<file path="src/rtl/core/sobel_gradient_magnitude_macros.svh">
// ---------------------------------------------------------------------------
// Sobel gradient magnitude: assertion macros
// Shared concurrent assertion forms; ASSERT_OFF compiles them out.
// ---------------------------------------------------------------------------
`ifndef SOBEL_GRADIENT_MAGNITUDE_MACROS_SVH
`define SOBEL_GRADIENT_MAGNITUDE_MACROS_SVH

`ifndef ASSERT_OFF

// same-cycle implication
`define SGM_ASSERT_IMPL(label, clk, rst, ante, cons) \
   label: assert property (@(posedge clk) disable iff (rst) (ante) |-> (cons)) \
      else $error("sgm assertion failed");

// next-cycle implication
`define SGM_ASSERT_NEXT(label, clk, rst, ante, cons) \
   label: assert property (@(posedge clk) disable iff (rst) (ante) |=> (cons)) \
      else $error("sgm assertion failed");

`else

`define SGM_ASSERT_IMPL(label, clk, rst, ante, cons)

`define SGM_ASSERT_NEXT(label, clk, rst, ante, cons)

`endif

`endif

</file>
<file path="src/rtl/core/sgm_pkg.sv">
// ---------------------------------------------------------------------------
// Sobel gradient magnitude: package
// Field widths, register indexes and the control state type.
// ---------------------------------------------------------------------------
package sgm_pkg;

   localparam int PIXEL_WIDTH     = 8;
   localparam int MAG_WIDTH       = 11;
   localparam int ROW_WIDTH       = 16;
   localparam int COL_OUT_WIDTH   = 10;
   localparam int CFG_WIDTH_BITS  = 11;
   localparam int CSR_INDEX_WIDTH = 1;
   localparam int CSR_DATA_WIDTH  = 16;

   // |gx|, |gy| <= 1020; sum of squares needs one more bit than a square
   localparam int GRAD_WIDTH = 10;
   localparam int SUM_WIDTH  = 2 * GRAD_WIDTH + 1;

   localparam logic [CSR_INDEX_WIDTH-1:0] CSR_IMAGE_WIDTH  = 1'b0;
   localparam logic [CSR_INDEX_WIDTH-1:0] CSR_IMAGE_HEIGHT = 1'b1;

   localparam logic [CFG_WIDTH_BITS-1:0] WIDTH_RESET  = 11'd1024;
   localparam logic [ROW_WIDTH-1:0]      HEIGHT_RESET = 16'd1024;

   typedef enum logic [2:0] {
      ST_IDLE,
      ST_READ,
      ST_SQUARE,
      ST_ROOT,
      ST_DONE
   } sgm_state_type;

endpackage

</file>
<file path="src/rtl/core/sgm_isqrt.sv">
// ---------------------------------------------------------------------------
// Sobel gradient magnitude: integer square root
// Restoring digit-by-digit floor square root, one result bit per cycle.
// ---------------------------------------------------------------------------
module sgm_isqrt (
   input  logic                            clock,
   input  logic                            reset,
   input  logic                            start,
   input  logic [sgm_pkg::SUM_WIDTH-1:0]   radicand,
   output logic                            done,
   output logic [sgm_pkg::MAG_WIDTH-1:0]   root
);
   import sgm_pkg::*;

   localparam int RAD_W = 2 * MAG_WIDTH;
   localparam int REM_W = MAG_WIDTH + 3;
   localparam int CNT_W = $clog2(MAG_WIDTH);

   logic                 busy_ff, busy_in;
   logic                 done_ff, done_in;
   logic [CNT_W-1:0]     cnt_ff, cnt_in;
   logic [RAD_W-1:0]     rad_ff, rad_in;
   logic [REM_W-1:0]     rem_ff, rem_in;
   logic [MAG_WIDTH-1:0] root_ff, root_in;

   logic [REM_W-1:0]     rem_shift;
   logic [REM_W-1:0]     trial;

   assign rem_shift = {rem_ff[REM_W-3:0], rad_ff[RAD_W-1 -: 2]};
   assign trial     = REM_W'({root_ff, 2'b01});

   always_comb begin
      busy_in = busy_ff;
      done_in = 1'b0;
      cnt_in  = cnt_ff;
      rad_in  = rad_ff;
      rem_in  = rem_ff;
      root_in = root_ff;
      if (start) begin
         busy_in = 1'b1;
         cnt_in  = '0;
         rad_in  = RAD_W'(radicand);
         rem_in  = '0;
         root_in = '0;
      end else if (busy_ff) begin
         rad_in = {rad_ff[RAD_W-3:0], 2'b00};
         if (rem_shift >= trial) begin
            rem_in  = rem_shift - trial;
            root_in = {root_ff[MAG_WIDTH-2:0], 1'b1};
         end else begin
            rem_in  = rem_shift;
            root_in = {root_ff[MAG_WIDTH-2:0], 1'b0};
         end
         cnt_in = cnt_ff + 1'b1;
         if (cnt_ff == CNT_W'(MAG_WIDTH - 1)) begin
            busy_in = 1'b0;
            done_in = 1'b1;
         end
      end
   end

   always_ff @(posedge clock) begin
      if (reset) begin
         busy_ff <= 1'b0;
         done_ff <= 1'b0;
         cnt_ff  <= '0;
      end else begin
         busy_ff <= busy_in;
         done_ff <= done_in;
         cnt_ff  <= cnt_in;
      end
      rad_ff  <= rad_in;
      rem_ff  <= rem_in;
      root_ff <= root_in;
   end

   assign done = done_ff;
   assign root = root_ff;

endmodule

</file>
<file path="config.mk">
export PLATFORM = sky130hd
export DESIGN_NAME = sgm_isqrt
export DESIGN_NICKNAME = d
export VERILOG_FILES = /design/src/rtl/core/sobel_gradient_magnitude_macros.svh /design/src/rtl/core/sgm_pkg.sv /design/src/rtl/core/sgm_isqrt.sv
export SDC_FILE = /design/constraint.sdc
export NUM_CORES = 1
export LEC_CHECK = 0
export BUFFER_PORTS_ARGS = -buffer_cell sky130_fd_sc_hd__buf_2
export CELL_PAD_IN_SITES_DETAIL_PLACEMENT = 1
export CELL_PAD_IN_SITES_GLOBAL_PLACEMENT = 1
export CORE_ASPECT_RATIO = 0.6
export CORE_MARGIN = 3
export CORE_UTILIZATION = 41
export CTS_CLUSTER_DIAMETER = 100
export DETAILED_ROUTE_END_ITERATION = 16
export GPL_TIMING_DRIVEN = 0
export PLACE_DENSITY = 0.85
export SLEW_MARGIN = 20
export SYNTH_ARGS = -nofsm -noshare
export SYNTH_HDL_FRONTEND = slang
export SYNTH_SLANG_ARGS = --single-unit
</file>
<file path="constraint.sdc">
create_clock -name clock -period 1.89 [get_ports clock]
set_input_delay 0.189 -clock clock [delete_from_list [all_inputs] [get_ports clock]]
set_output_delay 0.189 -clock clock [all_outputs]
set_load 0.01 [all_outputs]
</file>
* Word level (Yosys, flattened, before mapping) *
Index checks and enable logic that the tools add are counted.

word-level totals
  register bits after elaboration = 51
  bits of input ports = 24
  output and inout port bits = 12
  word-level logic and storage cells = 23

cells by class
  add/subtract/negate cells = 2
  $lt $le $gt $ge = 1
  equal/unequal tests = 1
  multiplexer cells = 8
  bitwise logic cells = 1
  reduce and logical (&&, ||, !) cells = 3

operators with widths
  operator             count
  $mux 21              2
  $ge 14x13->1         1
  $mux 12              1
  $sub 12x12->12       1
  $mux 1               5
  $add 4x1->4 const B  1
  $eq 4x4->1 const B   1
  $reduce_or 3->1      1
  $reduce_bool 2->1    1
  $reduce_or 2->1      1
  $not 1->1            1

* Logic depth before layout (Yosys ltp) *
  word-level depth = 4
  gate-level depth with buffers = 10
  gate-level depth less buffers = 8

* Least setup slack after synthesis *
No wires, ideal clock.

  path kind = register -> register
  start = register root_ff[3], in the netlist root[3]
  end = register rem_ff[6]
  setup time = 118 ps
  arrival time = 2004 ps
  required time = 1772 ps
  path slack = -232 ps
  cell stages (with the launch flop) = 11
  path buffers = 2
  period minus slack after synthesis = 2122 ps
  cells stage by stage = dfxtp_1 > inv_1 > ha_1 > buf_6 > and2_4 > a221oi_4 > nand3_4 > a21oi_4 > buf_6 > nand3b_1 > o2111a_1

on the way
  cells in the longest elaborated chain, start to end = 2
  elaborated cells on any way between the ends = 3
  classes of those cells = add/sub: 1; order compare: 1; mux: 1

RTL lines
  element                                                line                              source
  start, declared                                        sgm_isqrt.sv:24                   logic [MAG_WIDTH-1:0] root_ff, root_in;
  start signal, assigned                                 sgm_isqrt.sv:74                   root_ff <= root_in;
  $sub 12x12->12 / $ge 14x13->1 (equally long branches)  sgm_isqrt.sv:48, sgm_isqrt.sv:47
  $mux 12 (*)                                            sgm_isqrt.sv:47                   if (rem_shift >= trial) begin
  end signal, assigned                                   sgm_isqrt.sv:73                   rem_ff <= rem_in;
  end, declared                                          sgm_isqrt.sv:23                   logic [REM_W-1:0] rem_ff, rem_in;

Mark *: on every way between the ends. The rest lies on a longest branch, timed or not.
A chain may end at the register's enable or synchronous reset.

* Worst setup path in the final report *
  start = register rem_ff[0]
  end = register rem_ff[6]

on the way
  cells in the longest elaborated chain, start to end = 2
  elaborated cells on any way between the ends = 3
  classes of those cells = add/sub: 1; order compare: 1; mux: 1

RTL lines
  element                                                line
  $sub 12x12->12 / $ge 14x13->1 (equally long branches)  sgm_isqrt.sv:48, sgm_isqrt.sv:47
  $mux 12 (*)                                            sgm_isqrt.sv:47

Marked as above.

==> flow_summary.toml <==
[clocking]
cts_root_buffer = "clkbuf_16"
cts_buffer_depth = 2
clkSlewWorstSetupHoldPaths_ns = 0.07
htree_levels = 2
numClockSinks = 51
cts_tree = "built"
cts_buffers = 5
cts_hold_buf = 0
clk_latency_ns = 0.30

[route]
dr.pass1.iters = 4
drtAntennaViolNets = 0
routed_wl_um = 8211
drc_errors = 0
num_vias = 2283
wl_per_cell_um = 20.58
drt_iter0_markers = 130
viasPerCell = 5.722

[critical_path]
crit_fanout = 8
crit_type = "reg2reg"
r2r_cells = 8
arrival_ns = 2.32
crit_required_ns = 2.08
reg2reg_slack_ns = -0.24
cp-start-kind = "flop"
end_kind = "flop"

[timing]
rsz0062_at_grt = "true"
holdWs_ns = 0.1488
hold_viol = 0
period_share = 1.125
final.setup_skew_ns = 0.007260
max_freq_mhz = 470.3
worst_pin_slew_ns = 0.6652
setup_viol = 13
finalMaxSlewViolations = 0
setup_tns_ns = -2.156
relSlewSlack = 0.5565
layout_setup_ws_ns = -0.2365
period_minus_slack_ns = 2.127

[die]
floorplan.rows = 22
start_util = 0.4400
io_pins = 36
core_um2 = 6359
die_w_um = 112.6
die_area_um2 = 7883
die_height_um = 69.99

[finish]
nets = 353
final_cell_mix = "37 x buf_2, 22 x nor2_1, 21 x edfxtp_1"
stdcell_count = 399
num-fill-cells = 705
final_area_um2 = 3565
final_common_cell = "buf_2"
syn_to_final_growth_pct = 27.42
drive_above_1_share = 0.3492
diodes = 0

[global_route]
grt_pass1_vias = 2389
grt_max_degree = 22
overflow = 0
antenna_found_initial = 0
grt_pass1_wl_um = 13040
grt_usage = 0.2134

[synthesis]
synth_top_area_frac = 0.2254
async_flop_share = 0
ys_seq_area_frac = 0.4401
synth_edf_count = 21
ys_types = 53
avgSynthCellArea_um2 = 10.76
synth_area_leaders = "edfxtp_1 23%, dfxtp_1 21%, mux2_1 7.6%, ha_1 6.7%, mux2i_1 3.9%"
synthFlopType = "dfxtp_1"
syn-cell-area_um2 = 2798
synth_warnings = 0
synth_largest_area_cell = "edfxtp_1"
syn_inst = 260
synth-seq-cells = 51
syn_nets = 299

[placement]
dp_cells = 379
io_buffers = 35
placed_area_um2 = 3097
dp_hpwl_um = 5681
gp_congestion = 0.8207

[run_status]
status = "complete, but fails checks"
failed_checks = "negative setup slack"

[hold_path]
worstHoldPathCells = 2
worstHoldPathType = "in2reg"

[pwr]
peakVddDrop_v = 0.0008438
power.leakage_uw = 0.001363
power.density_nw_per_um2 = 1590
total_power_uw = 5669

[job]
drv_cap = 0
==> state kept, by name, summed over array words and instances, names as in the netlist <==
| signal | count |
|---|---|
| done | 1 |
| rad_ff | 22 |
| busy_ff | 1 |
| rem_ff | 12 |
| cnt_ff | 4 |
| root | 11 |
==> where the power goes <==
| part | total, µW | internal [µW] | switching, µW |
|---|---|---|---|
| Clock | 908 | 490 | 418 |
| Combinational | 3290 | 1500 | 1790 |
| Sequential | 1470 | 1320 | 151 |
| Total | 5670 | 3310 | 2360 |
==> kinds of logic (layout without fill, tap and decap cells) <==
logic type | after synthesis | after routing | synth area share
buffers and inverters | 32 | 87 | 0.05277
AOI/OAI and AO/OA | 45 | 45 | 0.1431
xor gates and xnor gates | 12 | 12 | 0.03757
muxes | 30 | 30 | 0.1158
and+or+nand+nor | 75 | 75 | 0.1436
DFF | 51 | 51 | 0.4401
adders and majority gates | 15 | 15 | 0.06708
==> worst max-delay path: stages, from the launching register on <==
cell	delay, ns
dfxtp_1	0.46
ha_4	0.26
nor2b_1	0.15
o211ai_2	0.23
nand3_4	0.13
a21oi_4	0.32
buf_6	0.19
nand3b_1	0.13
o2111a_1	0.15
==> routing by layer <==
layer  vias to the layer above  share of wire  wire [µm]  GRT usage
met5                         -              0          0          0
met4                         0          0.018        144    0.06933
met3                        15          0.053        438    0.05281
met2                        59           0.45       3693     0.3261
met1                      1139           0.48       3934     0.2954
li1                       1070              -          -          -
==> stage by stage <==
| stage | setup WS [ns] | utilization |
|---|---|---|
| 2_1_floorplan | -0.1476 | - |
| 3_3_place_gp | -0.4152 | 0.4870 |
| 3_5_place_dp | -0.4699 | 0.4870 |
| 4_1_cts | -0.2503 | 0.5447 |
| 5_1_grt | -0.3056 | 0.5606 |
| 6_report | -0.2365 | 0.5606 |
==> what timing repair did <==
action	CTS	global route
endpoints found under the setup margin	34	34
gates cloned	1	0
pin swaps	13	16
gates resized for setup	25	22
buffers inserted	11	2
==> final cells by class <==
class / count / area (µm²) / share of cell area
Multi-Input combinational cell: 177 / 1643 / 0.4609
Inverter: 18 / 67.56 / 0.01895
Clock buffer: 6 / 128.9 / 0.03615
Clock inverter: 2 / 12.51 / 0.003510
Tap cell: 84 / 105.1 / 0.02948
Sequential cell: 51 / 1249 / 0.3503
Buffer: 12 / 66.31 / 0.01860
Timing Repair Buffer: 49 / 292.8 / 0.08213
==> synthesized netlist by cell type (all sizes together), types with 6 or more instances <==
library cell  count
xnor2             8
nand4             6
nand3             7
inv              17
nor2             23
edfxtp           21
ha               15
nand2            13
dfxtp            30
mux2             19
o21ai             6
mux2i            11
buf              11
==> path summary, 6_finish.rpt <==
check            start         to
min              reset  cnt_ff[0]
max          rem_ff[0]  rem_ff[6]
min reg2reg    root[1]    root[2]
max reg2reg  rem_ff[0]  rem_ff[6]
Power figures use the tool's default switching activity.
